File: src/sv/text_console_writer_unit_assert.svh
// ----------------------------------------------------------------------------
// text console writer assertion macros
// concurrent checks that compile away when ASSERT_OFF is set
// ----------------------------------------------------------------------------
`ifndef TEXT_CONSOLE_WRITER_UNIT_ASSERT_SVH
`define TEXT_CONSOLE_WRITER_UNIT_ASSERT_SVH

`ifndef ASSERT_OFF
// antecedent implies consequent in the same cycle
`define TCW_ASSERT(lbl, clk, rst_n, ante, cons, msg) \
  lbl: assert property (@(posedge clk) disable iff (!rst_n) (ante) |-> (cons)) \
    else $error(msg);
// antecedent implies consequent in the next cycle
`define TCW_ASSERT_NXT(lbl, clk, rst_n, ante, cons, msg) \
  lbl: assert property (@(posedge clk) disable iff (!rst_n) (ante) |=> (cons)) \
    else $error(msg);
`else
`define TCW_ASSERT(lbl, clk, rst_n, ante, cons, msg)
`define TCW_ASSERT_NXT(lbl, clk, rst_n, ante, cons, msg)
`endif

`endif

File: src/sv/tcw_pkg.sv
// ----------------------------------------------------------------------------
// tcw_pkg
// shared constants, command codes and types of the text console writer
// ----------------------------------------------------------------------------
package tcw_pkg;

  localparam int COLUMNS     = 80;
  localparam int ROWS        = 25;
  localparam int CELLS       = COLUMNS * ROWS;
  localparam int COL_W       = 7;
  localparam int ROW_W       = 5;
  localparam int ADDR_W      = $clog2(CELLS);
  localparam int LAST_CELL   = CELLS - 1;
  localparam int LAST_COPY   = CELLS - COLUMNS - 1;
  localparam int FIRST_LAST_ROW = CELLS - COLUMNS;
  localparam int QUEUE_DEPTH = 2;
  localparam int QPTR_W      = $clog2(QUEUE_DEPTH);

  localparam logic [7:0] BLANK_CHAR = 8'd32;
  localparam logic [7:0] CH_NEWLINE = 8'd10;
  localparam logic [7:0] CH_RETURN  = 8'd13;
  localparam logic [7:0] CH_TAB     = 8'd9;
  localparam logic [7:0] ATTR_RESET = 8'd15;

  typedef enum logic [1:0] {
    OP_PUT   = 2'd0,
    OP_CLEAR = 2'd1,
    OP_READ  = 2'd2
  } tcw_opcode_t;

  typedef enum logic [2:0] {
    CMD_GLYPH,
    CMD_NEWLINE,
    CMD_RETURN,
    CMD_TAB,
    CMD_CLEAR,
    CMD_READ,
    CMD_NOP
  } tcw_cmd_kind_t;

  typedef struct packed {
    tcw_cmd_kind_t     kind;
    logic [7:0]        glyph;
    logic [ADDR_W-1:0] addr;
  } tcw_cmd_t;

  typedef enum logic [2:0] {
    ST_INIT,
    ST_IDLE,
    ST_READ,
    ST_COPY,
    ST_FILL
  } tcw_state_t;

endpackage

File: src/sv/tcw_if.sv
// ----------------------------------------------------------------------------
// tcw channel interfaces
// valid/ready channels for items, results and the attribute register
// ----------------------------------------------------------------------------
interface tcw_in_if;
  import tcw_pkg::*;
  logic             valid;
  logic             ready;
  logic [1:0]       opcode;
  logic [7:0]       char_code;
  logic [COL_W-1:0] read_column;
  logic [ROW_W-1:0] read_row;
  modport source (output valid, opcode, char_code, read_column, read_row, input ready);
  modport sink (input valid, opcode, char_code, read_column, read_row, output ready);
endinterface


File: src/sv/tcw_front.sv
// ----------------------------------------------------------------------------
// tcw_front
// accepts input transactions, decodes them into console commands
// ----------------------------------------------------------------------------
module tcw_front (
  input  logic              clk,
  input  logic              rst_n,
  tcw_in_if.sink            in_ch,
  input  logic              init_done,
  output logic              push_valid,
  output tcw_pkg::tcw_cmd_t push_cmd,
  input  logic              push_ready
);
  import tcw_pkg::*;

  logic     slot_vld_r, slot_vld_nxt;
  tcw_cmd_t slot_cmd_r;
  tcw_cmd_t cmd_dec;
  logic     accept;
  logic     read_in_range;

  assign in_ch.ready = init_done && (!slot_vld_r || push_ready);
  assign accept      = in_ch.valid && in_ch.ready;
  assign push_valid  = slot_vld_r;
  assign push_cmd    = slot_cmd_r;

  assign read_in_range = ({1'b0, in_ch.read_column} < (COL_W + 1)'(COLUMNS)) &&
                         ({1'b0, in_ch.read_row} < (ROW_W + 1)'(ROWS));

  always_comb begin
    cmd_dec.glyph = in_ch.char_code;
    cmd_dec.addr  = ADDR_W'(in_ch.read_row) * ADDR_W'(COLUMNS) + ADDR_W'(in_ch.read_column);
    cmd_dec.kind  = CMD_NOP;
    case (in_ch.opcode)
      OP_PUT: begin
        case (in_ch.char_code)
          CH_NEWLINE: cmd_dec.kind = CMD_NEWLINE;
          CH_RETURN:  cmd_dec.kind = CMD_RETURN;
          CH_TAB:     cmd_dec.kind = CMD_TAB;
          default:    cmd_dec.kind = CMD_GLYPH;
        endcase
      end
      OP_CLEAR: cmd_dec.kind = CMD_CLEAR;
      OP_READ:  cmd_dec.kind = read_in_range ? CMD_READ : CMD_NOP;
      default:  cmd_dec.kind = CMD_NOP;
    endcase
  end

  always_comb begin
    slot_vld_nxt = slot_vld_r;
    if (accept) begin
      slot_vld_nxt = 1'b1;
    end else if (push_ready) begin
      slot_vld_nxt = 1'b0;
    end
  end

  always_ff @(posedge clk) begin
    if (!rst_n) begin
      slot_vld_r <= 1'b0;
    end else begin
      slot_vld_r <= slot_vld_nxt;
    end
  end

  always_ff @(posedge clk) begin
    if (accept) begin
      slot_cmd_r <= cmd_dec;
    end
  end

endmodule

File: src/flat_wrapper.sv
// flat-port wrapper written by rule: the top's interface ports become plain ports
module tcw_front_flat import tcw_pkg::*;
  (clk, rst_n, init_done, push_valid, push_cmd, push_ready, in_ch_valid, in_ch_opcode, in_ch_char_code, in_ch_read_column, in_ch_read_row, in_ch_ready);
  tcw_in_if in_ch_i ();
  input  logic clk;
  input  logic rst_n;
  input  logic init_done;
  output logic push_valid;
  output tcw_pkg::tcw_cmd_t push_cmd;
  input  logic push_ready;
  input wire logic [$bits(in_ch_i.valid)-1:0] in_ch_valid;
  input wire logic [$bits(in_ch_i.opcode)-1:0] in_ch_opcode;
  input wire logic [$bits(in_ch_i.char_code)-1:0] in_ch_char_code;
  input wire logic [$bits(in_ch_i.read_column)-1:0] in_ch_read_column;
  input wire logic [$bits(in_ch_i.read_row)-1:0] in_ch_read_row;
  output wire logic [$bits(in_ch_i.ready)-1:0] in_ch_ready;
  assign in_ch_i.valid = in_ch_valid;
  assign in_ch_i.opcode = in_ch_opcode;
  assign in_ch_i.char_code = in_ch_char_code;
  assign in_ch_i.read_column = in_ch_read_column;
  assign in_ch_i.read_row = in_ch_read_row;
  assign in_ch_ready = in_ch_i.ready;
  tcw_front u_core (.clk(clk), .rst_n(rst_n), .in_ch(in_ch_i), .init_done(init_done), .push_valid(push_valid), .push_cmd(push_cmd), .push_ready(push_ready));
endmodule
File: config.mk
export PLATFORM = sky130hd
export DESIGN_NAME = tcw_front_flat
export DESIGN_NICKNAME = d
export VERILOG_FILES = /design/src/sv/text_console_writer_unit_assert.svh /design/src/sv/tcw_pkg.sv /design/src/sv/tcw_if.sv /design/src/sv/tcw_front.sv /design/src/flat_wrapper.sv
export SDC_FILE = /design/constraint.sdc
export NUM_CORES = 1
export LEC_CHECK = 0
export ABC_CLOCK_PERIOD_IN_PS = 2400
export BUFFER_PORTS_ARGS = -buffer_cell sky130_fd_sc_hd__buf_4
export CORE_MARGIN = 3
export CORE_UTILIZATION = 40
export CTS_CLUSTER_DIAMETER = 60
export CTS_CLUSTER_SIZE = 40
export DETAILED_ROUTE_END_ITERATION = 8
export PLACE_DENSITY = 0.74
export RECOVER_POWER = 100
export SLEW_MARGIN = 10
export SYNTH_ARGS = -nofsm -noshare
export SYNTH_HDL_FRONTEND = slang
export SYNTH_SLANG_ARGS = --single-unit
File: constraint.sdc
create_clock -name clk -period 2.4 [get_ports clk]
set_clock_uncertainty 0.15 [all_clocks]
set_input_delay 0.48 -clock clk [delete_from_list [all_inputs] [get_ports clk]]
set_output_delay 0.48 -clock clk [all_outputs]
set_load 0.1 [all_outputs]
# [Word level (Yosys, flattened, before mapping)]
# Index checks and enable logic that the tools add are counted.
[totals] ff_bits=23 inputBits=27 output_inout_bits=24 elab_cells=25
[op_classes] n_addsub=1 n_mul=1 order_cmp=2 n_eq_ne=5 n_mux=5 reduce_logical=7
[op_table] operator="8-bit by 4-bit equality test with 1-bit output (second input constant)" count=3
[op_table] operator="11-bit by 7-bit adder with 11-bit output" count=1
[op_table] operator="3-bit one-hot mux with 3 select lines" count=1
[op_table] operator="7-bit < comparator (second input constant)" count=1
[op_table] operator="5-bit by 3-bit multiplier with 7-bit output (second input constant)" count=1
[op_table] operator="2-bit one-hot mux with 3 select lines" count=1
[op_table] operator="5-bit < comparator (second input constant)" count=1
[op_table] operator="1-bit logical AND" count=3
[op_table] operator="2-bit by 1-bit equality test with 1-bit output (second input constant)" count=1
[op_table] operator="2-bit equality test (second input constant)" count=1
[op_table] operator="2-bit logical NOT" count=1
[op_table] operator="1-bit 2-to-1 mux" count=2
[op_table] operator="2-bit 2-to-1 mux" count=1
[op_table] operator="2-bit nonzero test" count=1
[op_table] operator="1-bit logical NOT" count=1
[op_table] operator="1-bit logical OR" count=1

# [Logic depth before layout (Yosys ltp)]
[depth] depth_word=5 depth_mapped=7 depth_no_buf=7

# [Least setup slack after synthesis]
# No wires, ideal clock.
[synth_path] path_kind="input -> register" start="input in_ch_read_row[1]" end="register u_core.slot_cmd_r, in the netlist u_core.push_cmd[10] (data pin)" setup_time_ns=0.258 arrival_ns=1.921 required_time_ns=1.992 slack_ns=0.071 path_stages=7 path_buffers=0 path_cell_list="ha_1 ha_1 fa_1 xor2_1 nand4_1 xnor2_1 xnor2_1"
[synth_lines] element="from (decl)" line_no="flat_wrapper.sv:15" text="input wire logic [$bits(in_ch_i.read_row)-1:0] in_ch_read_row;"
[synth_lines] element="to (signal assigned)" line_no="tcw_front.sv:68" text="slot_cmd_r <= cmd_dec;"
[synth_lines] element="to (decl)" line_no="tcw_front.sv:17" text="tcw_cmd_t slot_cmd_r;"

==> results.py <==
metrics = {
    "run_status": {
        "status": "complete, no violations",
    },
    "power": {
        "power_density_nw_per_um2": 678,
        "intPower_uw": 622,
        "switching_share_pct": 35.6,
        "cellLeakagePower_nw": 0.616,
        "pwr-share-comb_pct": 33.2,
        "p_clk_share_pct": 17.4,
        "seqPwrFrac_pct": 49.4,
        "power_switching_uw": 345,
        "ir_drop_mv": 0.425,
    },
    "die": {
        "die_area_um2": 3280,
        "start_util_pct": 44.9,
        "core_um2": 2340,
        "die_h_um": 57.2,
        "die_x_um": 57.2,
        "io_pins": 51,
        "rows": 17,
    },
    "clock_network": {
        "cts_tree": "done",
        "clk_latency_ns": 0.30,
        "cts_hold_buf": 0,
        "post_cts_buffers": 0,
        "cts_resized": 0,
        "htreeDepth": 1,
        "cts_buffers": 3,
        "cts_num_sinks": 23,
        "cts.clk_slew.worst_paths_ns": 0.11,
        "clock_path_buffers": 2,
        "root_buffer": "clkbuf_4",
    },
    "sta": {
        "slew_violations": 0,
        "maxClockFrequency_ghz": 0.464,
        "setup_viol": 0,
        "period_minus_slack_ns": 2.16,
        "worst_pin_slew_ns": 1.12,
        "fin_crit_sh_pct": 89.9,
        "rsz0062_at_grt": "false",
        "slew_headroom_pct": 25.1,
        "setup_ws_ns": 0.243,
        "hold_viol": 0,
    },
    "layout": {
        "drive_gt1_share_pct": 39.5,
        "fin_cells": 152,
        "mostFrequentLayoutCell": "clkbuf_2",
        "layout.nets": 163,
        "nFillCells": 223,
        "antenna_cells": 0,
        "final_cell_mix": "24 x clkbuf_2, 22 x edfxtp_1, 12 x clkbuf_4, 12 x buf_4, 11 x clkbuf_1",
        "area_delta_synth_final_pct": 35.9,
    },
    "placement": {
        "dpl.hpwl_um": 1750,
        "portBuffers": 50,
        "placedCellCount": 148,
        "gp_congestion": 0.725,
        "dp_slack_ns": -0.0949,
    },
    "synthesis": {
        "synth.net_count": 103,
        "postSynthAreaPerCell_um2": 16.2,
        "netlist_instances": 65,
        "ys_types": 24,
        "yosys.area.top_type_share_pct": 62.9,
        "yosys_warnings": 0,
        "yosysSeqAreaShare_pct": 64.8,
        "yosys.area.top_type": "edfxtp_1",
        "synth-seq-cells": 23,
        "synth_area_um2": 1050,
        "synthTopCellsByArea": "edfxtp_1 63%, ha_1 11%, xnor2_1 4.2%",
    },
    "hold_path": {
        "min_from": "in_ch_read_column[1]",
        "min_path_type": "in -> reg",
        "hold-path-endpoint": "u_core.push_cmd[1]$_DFFE_PP_",
        "holdPathStages": 1,
    },
    "grt": {
        "grt_use_total_pct": 13.8,
        "overflow": 0,
        "grt_pass1_wl_um": 3460,
        "grt_pass1_vias": 742,
        "antenna_found_initial": 0,
        "grt_max_degree": 23,
    },
    "setup_path": {
        "worst-setup-path-type": "in -> reg",
        "r2r.worst_path.cells": 3,
        "cp-start-kind": "input port",
        "critPathCaptureType": "register",
        "rr_endpoint": "u_core.push_cmd[9]$_DFFE_PP_",
        "r2r_setup_slack_ns": 0.43,
        "r2r-start": "u_core.push_valid$_SDFFE_PN0P_",
        "arrival_ns": 2.06,
        "critical_path_required_ns": 2.31,
        "cp_max_fo": 2,
    },
    "detailed_routing": {
        "drcViolationCount": 0,
        "routed_wl_um": 2110,
        "drt_iter0_markers": 18,
        "detail_route.wl_per_cell_um": 13.9,
        "drt_pass1_iterations": 3,
        "ant_nets": 0,
        "vias_per_cell": 4.84,
        "vias": 735,
    },
    "job": {
        "cap_violations": 0,
    },
}
-- power groups by stage --
stage	Clock, mW	Sequential, mW	Combinational (mW)
2_1_floorplan	0	0.645	0.0837
3_3_place_gp	0	0.486	0.339
3_5_place_dp	0	0.488	0.346
4_1_cts	0.178	0.478	0.347
5_1_grt	0.190	0.481	0.342
6_report	0.168	0.478	0.321
-- registers in the layout (all words and copies together) (netlist names) --
name               flops
u_core.push_cmd       22
u_core.push_valid      1
-- Yosys cell counts --
cell	n
xor2_1	3
o41ai_1	1
nor2_1	1
dfxtp_1	1
nand4b_1	1
o311ai_0	1
nand4_1	1
edfxtp_1	22
and2_1	1
fa_1	2
or2_2	1
nand2b_1	1
nand3b_1	1
a21o_1	3
nor3b_1	1
and3_1	1
a21oi_1	2
xnor2_1	5
o21a_1	1
nand2_1	3
nor4_1	1
o21ai_0	1
ha_1	9
a21boi_0	1
-- critical path: stages --
cell and delay [ns]:
clkbuf_1 0.09, ha_1 0.30, ha_1 0.22, fa_1 0.38, xor2_1 0.19, nand4_1 0.13, xnor2_1 0.20, xnor2_1 0.08
-- area by class of cell --
class | count | area [um2] | area share, %
sequential | 23 | 681 | 47.7
multi-input combinational | 42 | 369 | 25.9
timing repair buffer | 55 | 315 | 22.1
tap | 28 | 35.0 | 2.46
clock buffer | 4 | 26.3 | 1.84
-- worst max-delay path by stage --
stage	startpoint	cells after the start	slack [ns]	end
finish	in_ch_read_row[1]	8	0.24	u_core.push_cmd[10]$_DFFE_PP_
global route	in_ch_read_row[1]	8	0.15	u_core.push_cmd[10]$_DFFE_PP_
CTS	in_ch_read_row[1]	8	0.23	u_core.push_cmd[10]$_DFFE_PP_
detailed placement	in_ch_read_row[1]	8	-0.09	u_core.push_cmd[10]$_DFFE_PP_
global placement	in_ch_read_row[1]	8	-0.06	u_core.push_cmd[10]$_DFFE_PP_
floorplan	in_ch_read_row[1]	7	0.07	u_core.push_cmd[10]$_DFFE_PP_
-- metal layers --
| layer | GRT usage [%] | share of wire (%) | up-vias |
|---|---|---|---|
| met5 | 0 | 0 | - |
| met4 | 6.95 | 0.76 | 0 |
| met3 | 2.71 | 8.8 | 2 |
| met2 | 22.8 | 49 | 33 |
| met1 | 17.2 | 41 | 332 |
| li1 | - | - | 368 |
-- kinds of logic (layout without fill, tap and decap cells) --
| kind of cell | after synthesis | in the layout | synth area share [%] |
|---|---|---|---|
| flops | 23 | 23 | 64.8 |
| simple gates | 13 | 13 | 7.27 |
| fa+ha+maj | 11 | 11 | 14.5 |
| compound gates | 10 | 10 | 6.67 |
| xor+xnor | 8 | 8 | 6.67 |
| buf+inv | 0 | 59 | 0 |
-- stage by stage --
step / TNS [ns] / cell area [um2] / hold slack (ns) / total power [mW] / utilization (%)
final: 0 / 1430 / 0.231 / 0.967 / 61.0
after global placement: -0.0558 / 1500 / 0.354 / 0.826 / 64.0
after CTS: 0 / 1520 / 0.193 / 1.00 / 65.1
after floorplan: 0 / 1050 / 0.429 / 0.729 / -
after detailed placement: -0.0949 / 1500 / 0.390 / 0.833 / 64.0
after global routing: 0 / 1430 / 0.204 / 1.01 / 61.0
Note: power is estimated with default switching activity, not from simulation.
