## src/sv/text_console_writer_unit_assert.svh

```systemverilog
// ----------------------------------------------------------------------------
// text console writer assertion macros
// concurrent checks that compile away when ASSERT_OFF is set
// ----------------------------------------------------------------------------
`ifndef TEXT_CONSOLE_WRITER_UNIT_ASSERT_SVH
`define TEXT_CONSOLE_WRITER_UNIT_ASSERT_SVH

`ifndef ASSERT_OFF
// antecedent implies consequent in the same cycle
`define TCW_ASSERT(lbl, clk, rst_n, ante, cons, msg) \
  lbl: assert property (@(posedge clk) disable iff (!rst_n) (ante) |-> (cons)) \
    else $error(msg);
// antecedent implies consequent in the next cycle
`define TCW_ASSERT_NXT(lbl, clk, rst_n, ante, cons, msg) \
  lbl: assert property (@(posedge clk) disable iff (!rst_n) (ante) |=> (cons)) \
    else $error(msg);
`else
`define TCW_ASSERT(lbl, clk, rst_n, ante, cons, msg)
`define TCW_ASSERT_NXT(lbl, clk, rst_n, ante, cons, msg)
`endif

`endif

```

## src/sv/tcw_pkg.sv

```systemverilog
// ----------------------------------------------------------------------------
// tcw_pkg
// shared constants, command codes and types of the text console writer
// ----------------------------------------------------------------------------
package tcw_pkg;

  localparam int COLUMNS     = 80;
  localparam int ROWS        = 25;
  localparam int CELLS       = COLUMNS * ROWS;
  localparam int COL_W       = 7;
  localparam int ROW_W       = 5;
  localparam int ADDR_W      = $clog2(CELLS);
  localparam int LAST_CELL   = CELLS - 1;
  localparam int LAST_COPY   = CELLS - COLUMNS - 1;
  localparam int FIRST_LAST_ROW = CELLS - COLUMNS;
  localparam int QUEUE_DEPTH = 2;
  localparam int QPTR_W      = $clog2(QUEUE_DEPTH);

  localparam logic [7:0] BLANK_CHAR = 8'd32;
  localparam logic [7:0] CH_NEWLINE = 8'd10;
  localparam logic [7:0] CH_RETURN  = 8'd13;
  localparam logic [7:0] CH_TAB     = 8'd9;
  localparam logic [7:0] ATTR_RESET = 8'd15;

  typedef enum logic [1:0] {
    OP_PUT   = 2'd0,
    OP_CLEAR = 2'd1,
    OP_READ  = 2'd2
  } tcw_opcode_t;

  typedef enum logic [2:0] {
    CMD_GLYPH,
    CMD_NEWLINE,
    CMD_RETURN,
    CMD_TAB,
    CMD_CLEAR,
    CMD_READ,
    CMD_NOP
  } tcw_cmd_kind_t;

  typedef struct packed {
    tcw_cmd_kind_t     kind;
    logic [7:0]        glyph;
    logic [ADDR_W-1:0] addr;
  } tcw_cmd_t;

  typedef enum logic [2:0] {
    ST_INIT,
    ST_IDLE,
    ST_READ,
    ST_COPY,
    ST_FILL
  } tcw_state_t;

endpackage

```

## src/sv/tcw_queue.sv

```systemverilog
// ----------------------------------------------------------------------------
// tcw_queue
// short command queue between decode and execution
// ----------------------------------------------------------------------------
module tcw_queue (
  input  logic              clk,
  input  logic              rst_n,
  input  logic              push_valid,
  input  tcw_pkg::tcw_cmd_t push_cmd,
  output logic              push_ready,
  output logic              pop_valid,
  output tcw_pkg::tcw_cmd_t pop_cmd,
  input  logic              pop_ready
);
  import tcw_pkg::*;

  tcw_cmd_t          q_mem_r [QUEUE_DEPTH];
  logic [QPTR_W-1:0] wr_ptr_r, wr_ptr_nxt;
  logic [QPTR_W-1:0] rd_ptr_r, rd_ptr_nxt;
  logic [QPTR_W:0]   cnt_r, cnt_nxt;
  logic              do_push, do_pop;

  assign push_ready = cnt_r != (QPTR_W + 1)'(QUEUE_DEPTH);
  assign pop_valid  = cnt_r != '0;
  assign pop_cmd    = q_mem_r[rd_ptr_r];
  assign do_push    = push_valid && push_ready;
  assign do_pop     = pop_valid && pop_ready;

  always_comb begin
    wr_ptr_nxt = do_push ? wr_ptr_r + 1'b1 : wr_ptr_r;
    rd_ptr_nxt = do_pop ? rd_ptr_r + 1'b1 : rd_ptr_r;
    cnt_nxt    = cnt_r;
    if (do_push && !do_pop) begin
      cnt_nxt = cnt_r + 1'b1;
    end else if (do_pop && !do_push) begin
      cnt_nxt = cnt_r - 1'b1;
    end
  end

  always_ff @(posedge clk) begin
    if (!rst_n) begin
      wr_ptr_r <= '0;
      rd_ptr_r <= '0;
      cnt_r    <= '0;
    end else begin
      wr_ptr_r <= wr_ptr_nxt;
      rd_ptr_r <= rd_ptr_nxt;
      cnt_r    <= cnt_nxt;
    end
  end

  always_ff @(posedge clk) begin
    if (do_push) begin
      q_mem_r[wr_ptr_r] <= push_cmd;
    end
  end

endmodule

```

## config.mk

```make
export PLATFORM = sky130hd
export DESIGN_NAME = tcw_queue
export DESIGN_NICKNAME = d
export VERILOG_FILES = /design/src/sv/text_console_writer_unit_assert.svh /design/src/sv/tcw_pkg.sv /design/src/sv/tcw_queue.sv
export SDC_FILE = /design/constraint.sdc
export NUM_CORES = 1
export LEC_CHECK = 0
export ABC_AREA = 1
export BUFFER_PORTS_ARGS = -buffer_cell sky130_fd_sc_hd__buf_4
export CAP_MARGIN = 5
export CORE_ASPECT_RATIO = 0.7
export CORE_UTILIZATION = 46
export DETAILED_ROUTE_END_ITERATION = 16
export MAX_ROUTING_LAYER = met4
export PLACE_DENSITY_LB_ADDON = 0.12
export SETUP_SLACK_MARGIN = 0.1
export SYNTH_ARGS = -nofsm -noshare
export SYNTH_HDL_FRONTEND = slang
export SYNTH_SLANG_ARGS = --single-unit
```

## constraint.sdc

```tcl
create_clock -name clk -period 1.79 [get_ports clk]
set_input_delay 0.179 -clock clk [delete_from_list [all_inputs] [get_ports clk]]
set_output_delay 0.179 -clock clk [all_outputs]
set_load 0.05 [all_outputs]
```

Word-level counts from Yosys, hierarchy flattened
Memory sizes are Yosys's and may differ from the RTL's. A register that Yosys moved wholly into a read port is not among the register bits.
Cells that the tools add are included.
{"block": "word_totals", "register_bits": 4, "ramBits": 44, "output_inout_bits": 24, "memories": 1}
{"memory": "q_mem_r", "words": 2, "word_bits": 22, "read_ports": 1, "rd_ports_with_merged_regs": 1, "wr": 1, "line_no": "tcw_queue.sv:17", "text": "tcw_cmd_t q_mem_r [QUEUE_DEPTH];"}
{"block": "classes", "add_sub_neg": 4, "n_eq_ne": 1, "mux": 6, "n_reduce_logical": 8}
{"operator": "1-bit logical AND", "n": 4}
{"operator": "1-bit 2-to-1 mux", "n": 4}
{"operator": "2-bit 2-to-1 mux", "n": 2}
{"operator": "2-bit nonzero test", "n": 2}
{"operator": "1-bit adder, second input constant", "n": 2}
{"operator": "2-bit by 1-bit adder with 2-bit output, second input constant", "n": 1}
{"operator": "1-bit zero test", "n": 2}
{"operator": "2-bit != test, second input constant", "n": 1}
{"operator": "2-bit by 1-bit subtractor with 2-bit output, second input constant", "n": 1}

Depth between registers and ports, before layout
Gate-level depths: netlist (run 1).
{"block": "logic_depth", "ltp_word": 6, "depth_mapped": 11, "depth_no_buf": 11}

Least setup slack after synthesis (run 1)
Ideal clock, no wire load.
{"block": "synth_timing", "path_type": "register -> register", "from": "register cnt_r[0]", "to": "memory q_mem_r[0][0] (netlist name), enable pin", "setup_ns": 0.401, "t_arrival_ns": 1.732, "path_slack_ns": -0.342, "stages_incl_launch_ff": 5, "synth_period_minus_slack_ns": 2.132, "path_cell_list": "dfxtp_1 inv_2 nand2_2 nand2_1 nor2_1"}
{"block": "synth_between", "elab_chain_len": 4}
{"item": "from (decl)", "line_no": "tcw_queue.sv:20", "text": "logic [QPTR_W:0] cnt_r, cnt_nxt;"}
{"item": "from (signal assigned)", "line_no": "tcw_queue.sv:48", "text": "cnt_r <= cnt_nxt;"}
{"item": "2-bit != test", "line_no": "tcw_queue.sv:23", "text": "assign push_ready = cnt_r != (QPTR_W + 1)'(QUEUE_DEPTH);"}
{"item": "named net push_ready", "line_no": "tcw_queue.sv:10", "text": "output logic push_ready,"}
{"item": "1-bit logical AND", "line_no": "tcw_queue.sv:26", "text": "assign do_push = push_valid && push_ready;"}
{"item": "1-bit 2-to-1 mux", "line_no": "tcw_queue.sv:53", "text": "if (do_push) begin"}
{"item": "1-bit 2-to-1 mux (implied by the code)", "line_no": "tcw_queue.sv:54", "text": "q_mem_r[wr_ptr_r] <= push_cmd;"}
{"item": "to (decl)", "line_no": "tcw_queue.sv:17"}
The timed path passes the listed nets, and every way through them passes these cells.

==> results.ini, run 1 <==
[power]
p_leak_nw = 0.9390
powerDensity_nw_per_um2 = 1544
power_frac_clock_pct = 20.0
p_sw_share_pct = 36.58
pwr-share-seq_pct = 40.7
vdd_ir_drop_max_v = 0.0006808
comb_power_share_pct = 39.4
switchingPower_mw = 1.355
p_int_mw = 2.349

[run]
cap_violations = 0

[critical_path]
worst-path-max-fanout = 11
reg2reg_depth = 10
required_ps = 1610
r2r-end = cnt_r[1]$_SDFFE_PN0P_
path_class = register to primary output
arrival_ps = 1390
r2r_slack_ps = 310
reg2reg_from = cnt_r[0]$_SDFFE_PN0P_
crit_path_start_kind = register
end_kind = primary output

[sta]
period_share_pct = 87.91
tightest_slew_ps = 176.1
slew_headroom_pct = 88.13
finalHoldViolCount = 0
timing.fmax_mhz = 635.5
maxSlewViolCount = 0
rsz0062_at_grt = no
layout_setup_ws_ps = 216.5
min_period_ps = 1574
holdWs_ps = 67.79
clock_skew_ps = 3.457
setup_viol = 0

[global_routing]
grt_pass1_wl_um = 4491
grt_max_degree = 15
gr-total-overflow = 0
grt_use_met1_pct = 16.90
grt-busiest-layer = met2
antenna_found_initial = 0
grt_pass1_vias = 1007
grtUsageMet3_pct = 5.833
track_usage_pct = 15.68
gr-usage-met2_pct = 26.70

[placed_design]
pre_cts_slack_ps = 343.1
dp_cells = 208
portBuffers = 49
gp_congestion = 0.6860
dpl.hpwl_um = 2189

[cts]
cts_tree = yes
clock_latency_ps = 290
cts_root_buf = clkbuf_8
cts_setup_buffers = 0
cts_buffers = 5
clock-sinks = 49
clk_path_buf_depth = 2
postCtsResizedCells = 0
ctsHtreeMaxLevel = 2
clk_pin_slew_worst_paths_ps = 80
hold_buffers = 0

[die]
die_w_um = 77.48
die_h_um = 54.83
num_rows = 18
die_area_um2 = 4248
core-area_um2 = 3671
ios = 50
initial_core_util_pct = 49.97

[cells_and_area]
areaGrowthSynthToFinish_pct = 30.76
nNetsFinal = 192
post-route-util_pct = 65.34
seq_area_um2 = 1421
layout-drive-gt1-share_pct = 52.41
num_antenna_cells = 0
final_cells = 216
multiInputGateArea_um2 = 365.4
fillers = 259

[yosys]
netlist_area_um2 = 1834
syn_inst = 105
syn-mean-instance-area_um2 = 17.47
synth_seq_cells = 49
synthSimpleGateAreaFrac_pct = 4.229
synth-seq-area-share_pct = 77.49
synth_compound_area_share_pct = 1.228
synth_top_family_by_area = multiplexers
synth_adder_area_share_pct = 0.6821
ys_warn_count = 0
synthXorXnorAreaFrac_pct = 0
synthDistinctLibCells = 15
synthMuxAreaShare_pct = 13.51
syn_nets = 132

[routing]
drtAntennaViolNets = 0
finalWirelength_um = 3072
vias = 1046
drc = 0
drt_iter0_markers = 43
wl_per_cell_um = 14.22
drt-pass1-iter-count = 4
vias_per_cell = 4.843

[worst_hold_path]
hold-path-endpoint = q_mem_r[0][9]$_DFFE_PP_
hp-class = input port to register
holdPathStages = 1
min_from = push_cmd[9]

[status]
outcome = finished, final reports clean

[per-layer routing]
layer	wire length (um)	up-vias
met2	1567	53
met3	180	7
met5	0	-
li1	-	499
met1	1286	487
met4	38	0
[critical path, stage by stage, from the launching register on]
cell	delay [ps]
dfxtp_1	340
buf_4	210
mux2_2	360
buf_4	190
[area by class of cell]
class	instances	area share [%]
inverters	8	1.252
well taps	50	2.608
flip-flops and latches	49	59.26
clock buffers	6	3.026
multi-input cells	46	15.23
repair buffers	55	17.21
clock inverters	2	1.408
[worst max path at each step]
stage / slack [ps] / depth (start not counted) / to
2_1_floorplan: -7 / 4 / q_mem_r[0][0]$_DFFE_PP_
3_3_place_gp: 480 / 10 / cnt_r[1]$_SDFFE_PN0P_
3_5_place_dp: 340 / 10 / cnt_r[1]$_SDFFE_PN0P_
4_1_cts: 190 / 3 / pop_cmd[3]
5_1_grt: 150 / 3 / pop_cmd[6]
6_report: 220 / 3 / pop_cmd[8]
[sequential cells by signal, indices dropped and copies added (netlist names), named ones only]
name      cells
wr_ptr_r      1
q_mem_r      44
cnt_r         2
rd_ptr_r      1
[synthesized netlist by cell type]
| master | instances | area, um^2 |
|---|---|---|
| edfxtp_1 | 44 | 1321 |
| mux2_2 | 22 | 247.7 |
| nand2_1 | 8 | 30.03 |
| nor2_1 | 8 | 30.03 |
| inv_1 | 7 | 26.28 |
| dfxtp_1 | 5 | 100.1 |
| buf_6 | 2 | 22.52 |
| o21ai_0 | 2 | 10.01 |
| a21oi_1 | 1 | 5.000 |
| ha_1 | 1 | 12.51 |
| inv_2 | 1 | 3.750 |
| nand2_2 | 1 | 6.260 |
| nand3_1 | 1 | 5.000 |
| nand4_1 | 1 | 6.260 |
| o21a_1 | 1 | 7.510 |
[cells by family after synthesis]
family,Yosys count
adders and majority gates,1
muxes,22
AOI/OAI and AO/OA,4
and+or+nand+nor,19
buffers and inverters,10
DFF,49
[stage by stage]
step	power [mW]	area, um^2	setup TNS [ps]
3_3_place_gp	2.951	2292	0
2_1_floorplan	2.571	1839	-309.1
5_1_grt	3.861	2399	0
4_1_cts	3.743	2399	0
6_report	3.704	2399	0
3_5_place_dp	3.002	2292	0
[layout by cell type, fill, tap and decap left out]
cell and instances:
a21oi_1 1, nor2_2 2, inv_1 7, buf_4 55, nor2_1 6, bufinv_16 1, dfxtp_1 5, edfxtp_1 44
nand3_1 1, ha_1 1, nand2_2 1, clkbuf_8 5, mux2_2 22, nand2_1 8, clkbuf_1 1, nand4_1 1
clkinv_1 1, inv_2 1, o21ai_0 2, o21a_1 1
[power groups by stage]
stage	logic, mW	clock network [mW]	registers, mW
floorplan	1.05	0	1.52
global placement	1.43	0	1.52
detailed placement	1.47	0	1.54
CTS	1.47	0.763	1.51
global route	1.54	0.804	1.52
finish	1.46	0.740	1.51
(Power assumes the default switching activity.)
==> inputs of run 2 (changes only) <==
- ABC_AREA: 1 -> default
- CORE_UTILIZATION: 46 -> 30
- clock period: 1.79 -> 1.35 ns (I/O delays scaled with it)
==> run 2 against run 1 <==
Net effect: the run now ends with setup timing left; combinational power increased by 110%; register-to-register slack got worse by 380 ps; via count increased by 0.67%; worst setup slack got worse by 350 ps; worst hold slack got worse by 51 ps; clock skew about the same; critical endpoint is now pop_cmd[2].
==> results.ini, run 2 <==
[placed_design]
gp_congestion = 0.7013
portBuffers = 49
pre_cts_slack_ps = -95.23
dpl.hpwl_um = 2276
dp_cells = 224

[sta]
period_share_pct = 109.6
setup_viol = 54
clock_skew_ps = 3.871
timing.fmax_mhz = 676.1
slew_headroom_pct = 86.94
maxSlewViolCount = 0
min_period_ps = 1479
holdWs_ps = 16.51
finalHoldViolCount = 0
tightest_slew_ps = 195.8
layout_setup_ws_ps = -129.1
rsz0062_at_grt = yes

[global_routing]
track_usage_pct = 12.12
grt_pass1_vias = 1074
grt_max_degree = 16
antenna_found_initial = 0
grt_pass1_wl_um = 5250
gr-total-overflow = 0

[routing]
drtAntennaViolNets = 0
drt-pass1-iter-count = 3
finalWirelength_um = 3593
drt_iter0_markers = 35
drc = 0
vias = 1053
vias_per_cell = 4.316
wl_per_cell_um = 14.73

[cells_and_area]
layout_common_cells = edfxtp_1, buf_4, buf_8, mux2_4, buf_6
largest_register_ffs = 44
seq_area_um2 = 1430
regMostFlops = q_mem_r
layout-drive-gt1-share_pct = 65.68
fillers = 494
final_common_cell = edfxtp_1
areaGrowthSynthToFinish_pct = 63.26
num_antenna_cells = 0
nNetsFinal = 195
final_cells = 244
multiInputGateArea_um2 = 499.2
reg_top3 = q_mem_r (44), cnt_r (2)

[power]
p_sw_share_pct = 34.03
powerDensity_nw_per_um2 = 2080
p_leak_nw = 1.165
power_mw = 6.186
comb_power_share_pct = 49.9
p_int_mw = 4.081
vdd_ir_drop_max_v = 0.0008357
switchingPower_mw = 2.105
power_frac_clock_pct = 17.4
pwr-share-seq_pct = 32.8

[die]
initial_core_util_pct = 31.49
die_area_um2 = 6393
die_w_um = 95.14
die_h_um = 67.20
core-area_um2 = 5784
ios = 50
num_rows = 23

[run]
cap_violations = 0

[cts]
cts_tree = yes
ctsHtreeMaxLevel = 2
cts_root_buf = clkbuf_8
clock-sinks = 49
cts_buffers = 5
clk_path_buf_depth = 2
clock_latency_ps = 300
clk_pin_slew_worst_paths_ps = 90

[yosys]
synth_common_cells = edfxtp_1, mux2_2, dfxtp_1, and2_1
post-synth-top-count-cell = edfxtp_1
syn_inst = 92
syn_nets = 119
netlist_area_um2 = 1822
syn-mean-instance-area_um2 = 19.80
synthArstFlopShare_pct = 0
synth_top_area_share_pct = 72.53
ys_top_cells_by_area = edfxtp_1, mux2_2, dfxtp_1, and2_1, xnor2_1
synth_seq_cells = 49
ys_warn_count = 0
synthDistinctLibCells = 19
synth-seq-area-share_pct = 78.02
yosys.area.top_type = edfxtp_1
synth_enable_flop_cells = 44
synthFlopType = edfxtp_1

[critical_path]
crit_path_start_kind = register
r2r-end = cnt_r[1]$_SDFFE_PN0P_
reg2reg_depth = 6
arrival_ps = 1340
reg2reg_from = cnt_r[0]$_SDFFE_PN0P_
path_class = register to primary output
worst-path-max-fanout = 5
r2r_slack_ps = -70
end_kind = primary output
required_ps = 1220
crit_path_end = pop_cmd[2]

[worst_hold_path]
hp-class = input port to register

[status]
outcome = complete, but fails checks
violations = setup timing

## run 2: repair_timing
| action | CTS | global route |
|---|---|---|
| pin swaps | 3 | 2 |
| buffers inserted | 5 | 4 |
| endpoints found under the setup margin | 70 | 70 |
| hold endpoints to repair | 0 | 4 |
| gates cloned | 2 | 1 |
| hold buffers | 0 | 2 |
| gates resized for setup | 51 | 44 |
## run 2: kinds of logic after synthesis
logic type / count (synthesis) / synth area share, %
buffers and inverters: 3 / 0.7553
xor gates and xnor gates: 3 / 1.443
AOI/OAI and AO/OA: 5 / 1.923
and+or+nand+nor: 9 / 3.572
adders and majority gates: 1 / 0.6867
muxes: 22 / 13.60
DFF: 49 / 78.02
## run 2: worst max-delay path: stages, from the launching register on
cell	delay, ps
dfxtp_4	420
clkbuf_16	170
mux2_4	300
buf_8	150
## run 2: final cells by class
cell class | instances | share of cell area, %
flip-flops and latches | 49 | 48.09
well taps | 75 | 3.155
repair buffers | 71 | 27.68
multi-input cells | 40 | 16.79
inverters | 1 | 0.2524
clock buffers | 6 | 2.777
clock inverters | 2 | 1.262
## run 2: metal layers
metal / vias up / part of all wire [%] / global-route usage (%)
met4: 0 / 1.1 / 5.114
met2: 35 / 50 / 19.20
met1: 509 / 42 / 13.82
li1: 504 / - / -
met3: 5 / 6.6 / 4.730
met5: - / 0 / -
## run 2: worst min-delay path by stage
stage | slack (ps) | startpoint | depth (start not counted) | end
6_report | 20 | push_cmd[15] | 1 | q_mem_r[0][15]$_DFFE_PP_
5_1_grt | 0.4 | push_cmd[17] | 1 | q_mem_r[0][17]$_DFFE_PP_
4_1_cts | 6 | push_cmd[5] | 1 | q_mem_r[0][5]$_DFFE_PP_
3_5_place_dp | 320 | push_cmd[18] | 1 | q_mem_r[1][18]$_DFFE_PP_
3_3_place_gp | 320 | push_cmd[18] | 1 | q_mem_r[0][18]$_DFFE_PP_
2_1_floorplan | 230 | push_cmd[0] | 0 | q_mem_r[0][0]$_DFFE_PP_
## run 2: per-stage QoR
step	setup TNS [ps]	util (%)	area (um^2)
floorplan	-2176	-	1843
global placement	-3.847	41.40	2395
detailed placement	-95.23	41.40	2395
CTS	-2913	47.76	2763
global route	-6531	51.42	2974
finish	-3866	51.42	2974
## run 2: power by group through the flow
stage / logic (mW) / registers (mW) / clock network (mW)
2_1_floorplan: 1.50 / 2.01 / 0
3_3_place_gp: 2.18 / 2.00 / 0
3_5_place_dp: 2.21 / 2.01 / 0
4_1_cts: 2.70 / 2.01 / 1.09
5_1_grt: 3.24 / 2.05 / 1.16
6_report: 3.08 / 2.03 / 1.07
==> inputs of run 3 (changes only) <==
- CORE_UTILIZATION: 30 -> 35
==> run 3 against run 2 <==
Net effect: the run still ends with setup timing left; global-route usage up 2.1 points; clock skew increased by 0.72 ps; design area down 3.5%; total power is 5.9% lower; worst setup slack better by 16 ps; non-clock buffer count down 6; fmax is 1.1% higher; sequential power about the same; critical path type unchanged; critical endpoint is now pop_cmd[5].
==> results.ini, run 3 (synthesized netlist as in run 2, its figures left out) <==
[status]
outcome = complete, but fails checks
violations = setup timing

[critical_path]
crit_path_start_kind = register
worstPathCellList = clkbuf_16, mux2_4, buf_8
reg2reg_depth = 6
path_buf_inv = 2
crit_path_end = pop_cmd[5]
path_class = register to primary output
worst-path-max-fanout = 5
r2r_slack_ps = -100
required_ps = 1220
cp_slowest_cell = dfxtp_4
cp.depth = 3
end_kind = primary output
reg2reg_from = cnt_r[0]$_SDFFE_PN0P_
cp_top_family = flip-flops
cpPeakStageDelay_ps = 410
r2r-end = cnt_r[1]$_SDFFE_PN0P_
arrival_ps = 1330

[power]
p_leak_nw = 1.117
vdd_ir_drop_max_v = 0.001005
powerDensity_nw_per_um2 = 2029
power_mw = 5.822

[routing]
drt-pass1-iter-count = 2
vias_per_cell = 4.457
finalWirelength_um = 3594
drtAntennaViolNets = 0
drt_iter0_markers = 46
vias = 1034
wl_per_cell_um = 15.49
drc = 0

[global_routing]
grt_pass1_wl_um = 5499
track_usage_pct = 14.24
gr-total-overflow = 0
antenna_found_initial = 0
grt_max_degree = 16
grt_pass1_vias = 1146

[die]
num_rows = 21
die_h_um = 62.36
die_area_um2 = 5502
core-area_um2 = 4887
initial_core_util_pct = 37.28
ios = 50
die_w_um = 88.23

[cts]
clk_pin_slew_worst_paths_ps = 80
ctsHtreeMaxLevel = 2
clock_latency_ps = 290
cts_buffers = 5
cts_tree = yes
clock-sinks = 49
cts_root_buf = clkbuf_8
hold_buffers = 0
clk_path_buf_depth = 2

[sta]
rsz0062_at_grt = yes
slew_headroom_pct = 87.61
clock_skew_ps = 4.589
final.setup.tns_ps = -2248
layout_setup_ws_ps = -112.8
min_period_ps = 1463
tightest_slew_ps = 185.8
finalHoldViolCount = 0
period_share_pct = 108.4
timing.fmax_mhz = 683.6
setup_viol = 23
maxSlewViolCount = 0

[worst_hold_path]
hp-class = input port to register

[placed_design]
portBuffers = 49
dpl.hpwl_um = 2277
gp_congestion = 0.7955

[run]
cap_violations = 0

[cells_and_area]
fillers = 406
regMostFlops = q_mem_r
largest_register_ffs = 44
nNetsFinal = 189
areaGrowthSynthToFinish_pct = 57.49
final_common_cell = edfxtp_1
num_antenna_cells = 0
layout_common_cells = edfxtp_1, buf_4, buf_8, mux2_4, buf_6
reg_top3 = q_mem_r (44), cnt_r (2)
layout-drive-gt1-share_pct = 64.42

run 3: metal layers:
metal | GRT usage (%) | vias up | share of wire [%]
met5 | - | - | 0
met4 | 4.839 | 0 | 0.95
met3 | 5.186 | 5 | 5.5
met2 | 23.27 | 28 | 53
met1 | 16.05 | 511 | 41
li1 | - | 490 | -
run 3: cell type report:
class                           count  area [um^2]  area share, %
Timing Repair Buffer               65        758.2          26.43
Multi-Input combinational cell     40        503.0          17.53
Sequential cell                    49         1433          49.93
Clock inverter                      1        5.005         0.1744
Clock buffer                        7        76.32          2.660
Tap cell                           69        86.33          3.009
Inverter                            1        7.507         0.2617
run 3: through the flow:
step	instance area [um^2]	worst slack (ps)	std cells	hold slack (ps)	util, %
final	2869	-112.8	232	21.04	58.70
after global routing	2869	-165.2	232	4.552	58.70
after CTS	2668	-144.3	229	11.07	54.58
after detailed placement	2375	-71.25	218	323.6	48.59
after global placement	2375	-9.665	218	320.0	48.59
after floorplan	1843	-120.3	92	233.9	-
run 3: where the power goes:
group | internal [mW] | leakage, nW | switching (mW) | total [mW]
logic | 1.48 | 0.621 | 1.50 | 2.98
registers | 1.92 | 0.454 | 0.117 | 2.04
clock network | 0.364 | 0.0422 | 0.434 | 0.798
total | 3.77 | 1.12 | 2.05 | 5.82
run 3: worst min path at each step:
stage / start / depth (start not counted) / slack [ps] / end
floorplan: push_cmd[0] / 0 / 230 / q_mem_r[0][0]$_DFFE_PP_
global placement: push_cmd[13] / 1 / 320 / q_mem_r[1][13]$_DFFE_PP_
detailed placement: push_cmd[10] / 1 / 320 / q_mem_r[0][10]$_DFFE_PP_
CTS: push_cmd[18] / 1 / 10 / q_mem_r[0][18]$_DFFE_PP_
global route: push_cmd[18] / 1 / 5 / q_mem_r[0][18]$_DFFE_PP_
finish: push_cmd[10] / 1 / 20 / q_mem_r[0][10]$_DFFE_PP_
run 3: repair_timing:
action / in CTS / in global routing
gates resized for setup: 55 / 37
pin swaps: 2 / 1
cloned: 2 / 2
setup endpoints to repair: 70 / 67
buffers inserted: 1 / 1
